===== config.mk =====
export PLATFORM = sky130hd
export DESIGN_NAME = insertion_ordered_set_store_core
export DESIGN_NICKNAME = d
export VERILOG_FILES = /design/src/sv/isss_pkg.sv /design/src/sv/isss_ram.sv /design/src/sv/isss_front.sv /design/src/sv/isss_back.sv /design/src/sv/insertion_ordered_set_store_core.sv
export SDC_FILE = /design/constraint.sdc
export NUM_CORES = 1
export LEC_CHECK = 0
export ABC_AREA = 0
export BUFFER_PORTS_ARGS = -buffer_cell sky130_fd_sc_hd__buf_2
export CORE_MARGIN = 2
export CORE_UTILIZATION = 58
export DETAILED_ROUTE_END_ITERATION = 8
export PLACE_DENSITY = 0.85
export SLEW_MARGIN = 20
export SYNTH_ARGS = -nofsm -noshare
export SYNTH_HDL_FRONTEND = slang
export SYNTH_SLANG_ARGS = --single-unit
export TNS_END_PERCENT = 100

===== constraint.sdc =====
create_clock -name clk -period 6.4 [get_ports clk]
set_input_delay 0.64 -clock clk [delete_from_list [all_inputs] [get_ports clk]]
set_output_delay 0.64 -clock clk [all_outputs]
set_load 0.02 [all_outputs]

===== src/sv/isss_pkg.sv =====
// Shared types and constants of the insertion-ordered set store.
package isss_pkg;

	localparam int DATA_W       = 32;
	localparam int COUNT_W      = 5;
	localparam int CAPACITY_DEF = 16;
	localparam int QUEUE_DEPTH  = 2;

	typedef enum logic [1:0] {
		CMD_ADD    = 2'd0,
		CMD_REMOVE = 2'd1,
		CMD_QUERY  = 2'd2,
		CMD_CLEAR  = 2'd3
	} cmd_t;

	// A classified request as it travels from the front to the back.
	typedef struct packed {
		cmd_t               cmd;
		logic               needs_scan;
		logic [DATA_W-1:0]  value;
	} req_t;

endpackage


===== src/sv/isss_ram.sv =====
// Generic single-write, single-read RAM with a registered read port.
module isss_ram #(
	parameter int WIDTH = 32,
	parameter int DEPTH = 16,
	localparam int AW = (DEPTH > 1) ? $clog2(DEPTH) : 1
) (
	input  logic             clk,
	input  logic             we,
	input  logic [AW-1:0]    waddr,
	input  logic [WIDTH-1:0] wdata,
	input  logic [AW-1:0]    raddr,
	output logic [WIDTH-1:0] rdata
);

	logic [WIDTH-1:0] mem_q [DEPTH];

	always_ff @(posedge clk) begin
		if (we) begin
			mem_q[waddr] <= wdata;
		end
		rdata <= mem_q[raddr];
	end

endmodule


===== src/sv/isss_front.sv =====
// Front end: accepts requests, classifies them and queues them for the back end.
module isss_front
	import isss_pkg::*;
(
	input  logic              clk,
	input  logic              arst_n,
	input  logic              req_valid,
	output logic              req_stall,
	input  logic [1:0]        cmd,
	input  logic [DATA_W-1:0] value,
	output logic              q_valid,
	input  logic              q_pop,
	output req_t              q_data
);

	localparam int QAW = (QUEUE_DEPTH > 1) ? $clog2(QUEUE_DEPTH) : 1;
	localparam int QCW = $clog2(QUEUE_DEPTH + 1);

	req_t           entry_q [QUEUE_DEPTH];
	logic [QAW-1:0] wr_ptr_q;
	logic [QAW-1:0] rd_ptr_q;
	logic [QCW-1:0] fill_q;
	req_t           classified;
	logic           push;
	logic           pop;

	always_comb begin
		classified.cmd        = cmd_t'(cmd);
		classified.needs_scan = (cmd_t'(cmd) != CMD_CLEAR);
		classified.value      = value;
	end

	assign req_stall = (fill_q == QCW'(QUEUE_DEPTH));
	assign push      = req_valid && !req_stall;
	assign q_valid   = (fill_q != '0);
	assign pop       = q_pop && q_valid;
	assign q_data    = entry_q[rd_ptr_q];

	always_ff @(posedge clk) begin
		if (push) begin
			entry_q[wr_ptr_q] <= classified;
		end
	end

	always_ff @(posedge clk or negedge arst_n) begin
		if (!arst_n) begin
			wr_ptr_q <= '0;
			rd_ptr_q <= '0;
			fill_q   <= '0;
		end else begin
			if (push) begin
				wr_ptr_q <= (wr_ptr_q == QAW'(QUEUE_DEPTH - 1)) ? '0 : wr_ptr_q + 1'b1;
			end
			if (pop) begin
				rd_ptr_q <= (rd_ptr_q == QAW'(QUEUE_DEPTH - 1)) ? '0 : rd_ptr_q + 1'b1;
			end
			if (push && !pop) begin
				fill_q <= fill_q + 1'b1;
			end else if (pop && !push) begin
				fill_q <= fill_q - 1'b1;
			end
		end
	end

endmodule


===== src/sv/isss_back.sv =====
// Back end: scans the member memory, carries out each request and holds the result.
module isss_back
	import isss_pkg::*;
#(
	parameter int CAPACITY = CAPACITY_DEF
) (
	input  logic               clk,
	input  logic               arst_n,
	input  logic               q_valid,
	output logic               q_pop,
	input  req_t               q_data,
	output logic               res_valid,
	input  logic               res_stall,
	output logic               hit,
	output logic [COUNT_W-1:0] count
);

	localparam int AW = (CAPACITY > 1) ? $clog2(CAPACITY) : 1;
	localparam int CW = $clog2(CAPACITY + 1);

	typedef enum logic [1:0] {
		ST_IDLE,
		ST_SCAN,
		ST_SHIFT,
		ST_RESP
	} state_t;

	state_t            state_q;
	cmd_t              cmd_q;
	logic [DATA_W-1:0] val_q;
	logic [CW-1:0]     member_count_q;
	logic [CW-1:0]     scan_q;
	logic [CW-1:0]     sh_q;
	logic              chk_s1;
	logic [CW-1:0]     idx_s1;
	logic              wr_s1;
	logic [CW-1:0]     wr_addr_s1;
	logic              hit_q;
	logic              res_valid_q;
	logic              res_hit_q;
	logic [COUNT_W-1:0] res_count_q;

	logic              ram_we;
	logic [AW-1:0]     ram_waddr;
	logic [DATA_W-1:0] ram_wdata;
	logic [AW-1:0]     ram_raddr;
	logic [DATA_W-1:0] ram_rdata;
	logic              match;
	logic              scan_done;
	logic              has_room;
	logic              out_free;

	isss_ram #(
		.WIDTH (DATA_W),
		.DEPTH (CAPACITY)
	) u_members (
		.clk   (clk),
		.we    (ram_we),
		.waddr (ram_waddr),
		.wdata (ram_wdata),
		.raddr (ram_raddr),
		.rdata (ram_rdata)
	);

	always_comb begin
		match     = chk_s1 && (ram_rdata == val_q);
		scan_done = !chk_s1 && (scan_q >= member_count_q);
		has_room  = (member_count_q < CW'(CAPACITY));
		out_free  = !res_valid_q || !res_stall;
		q_pop     = (state_q == ST_IDLE) && q_valid;
		ram_raddr = (state_q == ST_SHIFT) ? sh_q[AW-1:0] : scan_q[AW-1:0];
		ram_we    = 1'b0;
		ram_waddr = '0;
		ram_wdata = val_q;
		case (state_q)
			ST_SCAN: begin
				if (!match && scan_done && (cmd_q == CMD_ADD) && has_room) begin
					ram_we    = 1'b1;
					ram_waddr = member_count_q[AW-1:0];
				end
			end
			ST_SHIFT: begin
				if (wr_s1) begin
					ram_we    = 1'b1;
					ram_waddr = wr_addr_s1[AW-1:0];
					ram_wdata = ram_rdata;
				end
			end
			default: begin
				ram_we = 1'b0;
			end
		endcase
	end

	assign res_valid = res_valid_q;
	assign hit       = res_hit_q;
	assign count     = res_count_q;

	always_ff @(posedge clk or negedge arst_n) begin
		if (!arst_n) begin
			state_q        <= ST_IDLE;
			member_count_q <= '0;
			chk_s1         <= 1'b0;
			wr_s1          <= 1'b0;
			res_valid_q    <= 1'b0;
			cmd_q          <= CMD_ADD;
			val_q          <= '0;
			scan_q         <= '0;
			sh_q           <= '0;
			idx_s1         <= '0;
			wr_addr_s1     <= '0;
			hit_q          <= 1'b0;
			res_hit_q      <= 1'b0;
			res_count_q    <= '0;
		end else begin
			// In the response state the result register is reloaded whenever it frees up.
			if (res_valid_q && !res_stall && (state_q != ST_RESP)) begin
				res_valid_q <= 1'b0;
			end
			case (state_q)
				ST_IDLE: begin
					if (q_valid) begin
						cmd_q  <= q_data.cmd;
						val_q  <= q_data.value;
						scan_q <= '0;
						chk_s1 <= 1'b0;
						if (q_data.needs_scan) begin
							state_q <= ST_SCAN;
						end else begin
							member_count_q <= '0;
							hit_q          <= 1'b1;
							state_q        <= ST_RESP;
						end
					end
				end
				ST_SCAN: begin
					if (match) begin
						chk_s1 <= 1'b0;
						if (cmd_q == CMD_REMOVE) begin
							hit_q   <= 1'b1;
							sh_q    <= idx_s1 + 1'b1;
							wr_s1   <= 1'b0;
							state_q <= ST_SHIFT;
						end else begin
							hit_q   <= (cmd_q == CMD_QUERY);
							state_q <= ST_RESP;
						end
					end else if (scan_done) begin
						if ((cmd_q == CMD_ADD) && has_room) begin
							member_count_q <= member_count_q + 1'b1;
							hit_q          <= 1'b1;
						end else begin
							hit_q <= 1'b0;
						end
						state_q <= ST_RESP;
					end else if (scan_q < member_count_q) begin
						chk_s1 <= 1'b1;
						idx_s1 <= scan_q;
						scan_q <= scan_q + 1'b1;
					end else begin
						chk_s1 <= 1'b0;
					end
				end
				ST_SHIFT: begin
					wr_s1 <= (sh_q < member_count_q);
					if (sh_q < member_count_q) begin
						wr_addr_s1 <= sh_q - 1'b1;
						sh_q       <= sh_q + 1'b1;
					end else if (!wr_s1) begin
						member_count_q <= member_count_q - 1'b1;
						state_q        <= ST_RESP;
					end
				end
				ST_RESP: begin
					if (out_free) begin
						res_valid_q <= 1'b1;
						res_hit_q   <= hit_q;
						res_count_q <= COUNT_W'(member_count_q);
						state_q     <= ST_IDLE;
					end
				end
				default: begin
					state_q <= ST_IDLE;
				end
			endcase
		end
	end

endmodule


===== src/sv/insertion_ordered_set_store_core.sv =====
// Order: a clear goes from idle straight to the response state; other requests scan first.
// A remove that finds its value then moves each later member down one place for the shift.
// Throughput: one request at a time in the back end, limited by the serial scan of the
// single-read-port member memory; a two-entry queue keeps accepting requests meanwhile.
// Reset: arst_n clears the count, the queue and the result register; the member memory
// is not cleared, since only entries below the count are ever read.
module insertion_ordered_set_store_core
	import isss_pkg::*;
#(
	parameter int CAPACITY = CAPACITY_DEF
) (
	input  logic                     clk,
	input  logic                     arst_n,
	input  logic                     req_valid,
	output logic                     req_stall,
	input  logic [1:0]               cmd,
	input  logic signed [DATA_W-1:0] value,
	output logic                     res_valid,
	input  logic                     res_stall,
	output logic                     hit,
	output logic [COUNT_W-1:0]       count
);

	// The front end decodes each request and holds it in a short queue, so the
	// requester is only stalled when the queue is full.
	logic q_valid;
	logic q_pop;
	req_t q_data;

	isss_front u_front (
		.clk       (clk),
		.arst_n    (arst_n),
		.req_valid (req_valid),
		.req_stall (req_stall),
		.cmd       (cmd),
		.value     (value),
		.q_valid   (q_valid),
		.q_pop     (q_pop),
		.q_data    (q_data)
	);

	// The back end walks the packed members to find a match, appends on an add,
	// moves later members down on a remove, and holds each result in a register
	// until the consumer takes it.
	isss_back #(
		.CAPACITY (CAPACITY)
	) u_back (
		.clk       (clk),
		.arst_n    (arst_n),
		.q_valid   (q_valid),
		.q_pop     (q_pop),
		.q_data    (q_data),
		.res_valid (res_valid),
		.res_stall (res_stall),
		.hit       (hit),
		.count     (count)
	);

endmodule

==> metrics <==
status finished clean; Post-Synth Adder-Cell Area 1.071%; Placed Cells 2181; final setup margin 2.127 ns; Cell variety after synth 72; Max Freq between 200 and 250 MHz; die span in y 222.0 um; NumNets Final about 1.7k; RD Place Congestion 0.8604; FP Rows slightly below 80; vias in the first global route 15.73k; Die Area a little under 50000 um2; dpl ws 2.341 ns; MaxCap Viol Count 0; DR vias/cell 6.604; sequential share of the synthesized area 72.44%; most common library cells after synthesis edfxtp_1, nand2_1, mux4_2, dfrtp_1, o21ai_0; Crit Path Class reg -> reg; largest family of logic cells by synthesized area multiplexers; overall routing resource usage 26.24%; Synth area leaders edfxtp_1, mux4_2, dfrtp_1, nand2_1, dfxtp_1; Avg Inst Size Synth 17.36 um2; R2R cell count 9; gr ovfl total 0; endpoint class of the critical path register; PortBufs 45; n_diodes 0; DRT Wirelength 64.55 mm; WHS slightly below 0.2 ns; RR Startpoint u_back.state_q[1]$_DFFE_PN0P_; Mapped Area roughly 28000 um2; Async S/R FF share, synth 10.76%; initial antenna violation count 0; dominant cell type by area after synthesis edfxtp_1; cts bufs inserted 66; first-pass GRT wire length 96.55 mm; post-DP HPWL around 35 mm; Post-Syn Nets 1649; share of the synthesized area in the top cell type 63.40%; post-synthesis simple-gate area fraction 6.041%; total core area 46750 um2; Clock Sinks 688; Slew HR 23.37%; Max Slew Vio Count 0; buffers inserted by post-CTS timing repair 0; end point of the critical path u_back.u_members.mem_q[2][21]$_DFFE_PP_; count leader, synth edfxtp_1; Final Cycle Share 66.77%; Cell Pwr Density ~500 nW/um2; Starting Density 58.96%; Synth Flop Type edfxtp_1; Longest Clk Path Bufs 3; PostCTS Resize Cnt 0; final setup vio count 0; Final Util between 60 and 70%; Peak VDD IR around 440 uV; Antenna Nets Post-Route 0; Crit Path Max Fanout 18; EDFF count, synth roughly 580; startpoint types register; Fill cells 2774; WL/cell 27.91 um; Yosys Warn Count 0; Synth Area in XOR/XNOR 1.398%; CTS tree done; Area growth syn-to-layout 12.24%; Die Wd about 220 um; CP Launch Point u_back.state_q[1]$_DFFE_PN0P_; RR Endpoint u_back.u_members.mem_q[2][21]$_DFFE_PP_; share of post-route cells with drive strength above 1 21.40%; Final Hold Vio Count 0; critical path arrival ~4.5 ns; post-synthesis compound-gate area fraction approximately 4.7%; largest net degree at the start of global routing 75; H-tree depth 3; post-synthesis register bit count 688; non-filler cells, final 2313; Worst-Skew Late Latency 0.62 ns; IO Pins 46; 1st-iter DRT viols 1965; via count 15.28k; Critical Path RT 6.66 ns; register area 19970 um2; R2R setup slack ~2.1 ns; measured slew at the worst slew-check pin about 1.1 ns; Synth Instances 1588; Setup Skew 0.02405 ns; area of the multi-input gates 7281 um2; RSZ-0062 raised after global routing false; DRC Markers 0; setup_tns 0 ns; shortest period the worst path allows 4.273 ns; multiplexer share of the synthesized area 12.59%; clock root buffer clkbuf_16; Leakage approximately 11 nW; hold_buf cts 0; clk slew on worst S/H paths 0.06 ns; DRT Pass-1 Iters 5; min-delay worst type in -> async
per-layer routing:
layer | GRT usage, % | up-vias | wire (um) | share of wire (%)
li1 | - | 6313 | - | -
met5 | 0 | - | 0 | 0
met1 | 33.61 | 7767 | 23350 | 36
met2 | 43.67 | 988 | 32590 | 50
met3 | 5.314 | 208 | 5337 | 8.3
met4 | 12.18 | 0 | 3261 | 5.1
report_power, final:
group          internal, mW  switching (mW)
sequential             5.95           0.504
clock                  2.19            1.69
combinational          2.08            3.15
sequential cells by signal, indices dropped and copies added, names as in the netlist, 2 cells and up:
register,cells
u_back.sh_q,5
u_back.idx_s1,5
u_back.state_q,2
u_back.cmd_q,2
u_back.u_members.mem_q,512
u_back.val_q,32
u_back.member_count_q,5
u_back.count,5
u_back.scan_q,5
u_back.u_members.rdata,32
u_front.entry_q,70
u_back.wr_addr_s1,4
u_front.fill_q,2
critical path, cell delays in order (launching register included):
cell and delay, ns:
dfrtp_1 0.41, inv_1 0.11, ha_1 0.54, inv_2 0.20
nor3_1 0.42, nand2_1 0.25, o21ai_0 0.41, nand3_1 0.43
nor2_4 0.65, buf_4 0.49
layout make-up:
class	count	share of cell area (%)
timing repair buffer	77	2.264
multi-input combinational	795	23.53
tap	607	2.455
sequential	688	64.54
clock buffer	94	5.774
clock inverter	27	1.132
inverter	25	0.3033
cell families after synthesis:
family,count (synthesis)
multiplexers,185
adder cells (fa/ha/maj),23
XOR/XNOR,44
buffers and inverters,105
AND/OR/NAND/NOR,365
AO/OA/AOI/OAI,178
flip-flops,688
metrics by stage:
step	area (um2)	power [mW]
3_3_place_gp	28510	11.32
3_5_place_dp	28540	11.56
5_1_grt	30940	16.16
2_1_floorplan	27570	10.17
6_report	30940	15.55
4_1_cts	30680	15.51
layout by cell type, fill, tap and decap left out, drive strengths merged, types with 14 or more instances in the layout:
cell	count
edfxtp	582
nand2	229
mux4	128
clkbuf	94
buf	77
dfrtp	74
o21ai	59
mux2i	43
and2	36
a31oi	34
a211oi	33
xnor2	32
dfxtp	32
nor2	32
inv	29
ha	22
clkinv	16
nand2b	14
mux2	14
worst min path at each step:
stage	end	slack, ns	cells after the start
after detailed placement	u_back.cmd_q[1]$_DFFE_PN0P_	0.48	2
final	u_back.idx_s1[0]$_DFFE_PN0P_	0.20	1
after global placement	u_back.cmd_q[1]$_DFFE_PN0P_	0.46	2
after global routing	u_front.entry_q[1][27]$_DFFE_PP_	0.20	1
after CTS	u_front.entry_q[1][14]$_DFFE_PP_	0.19	1
after floorplan	u_back.chk_s1$_DFFE_PN0P_	0.34	0
Note: power is estimated with default switching activity, not from simulation.
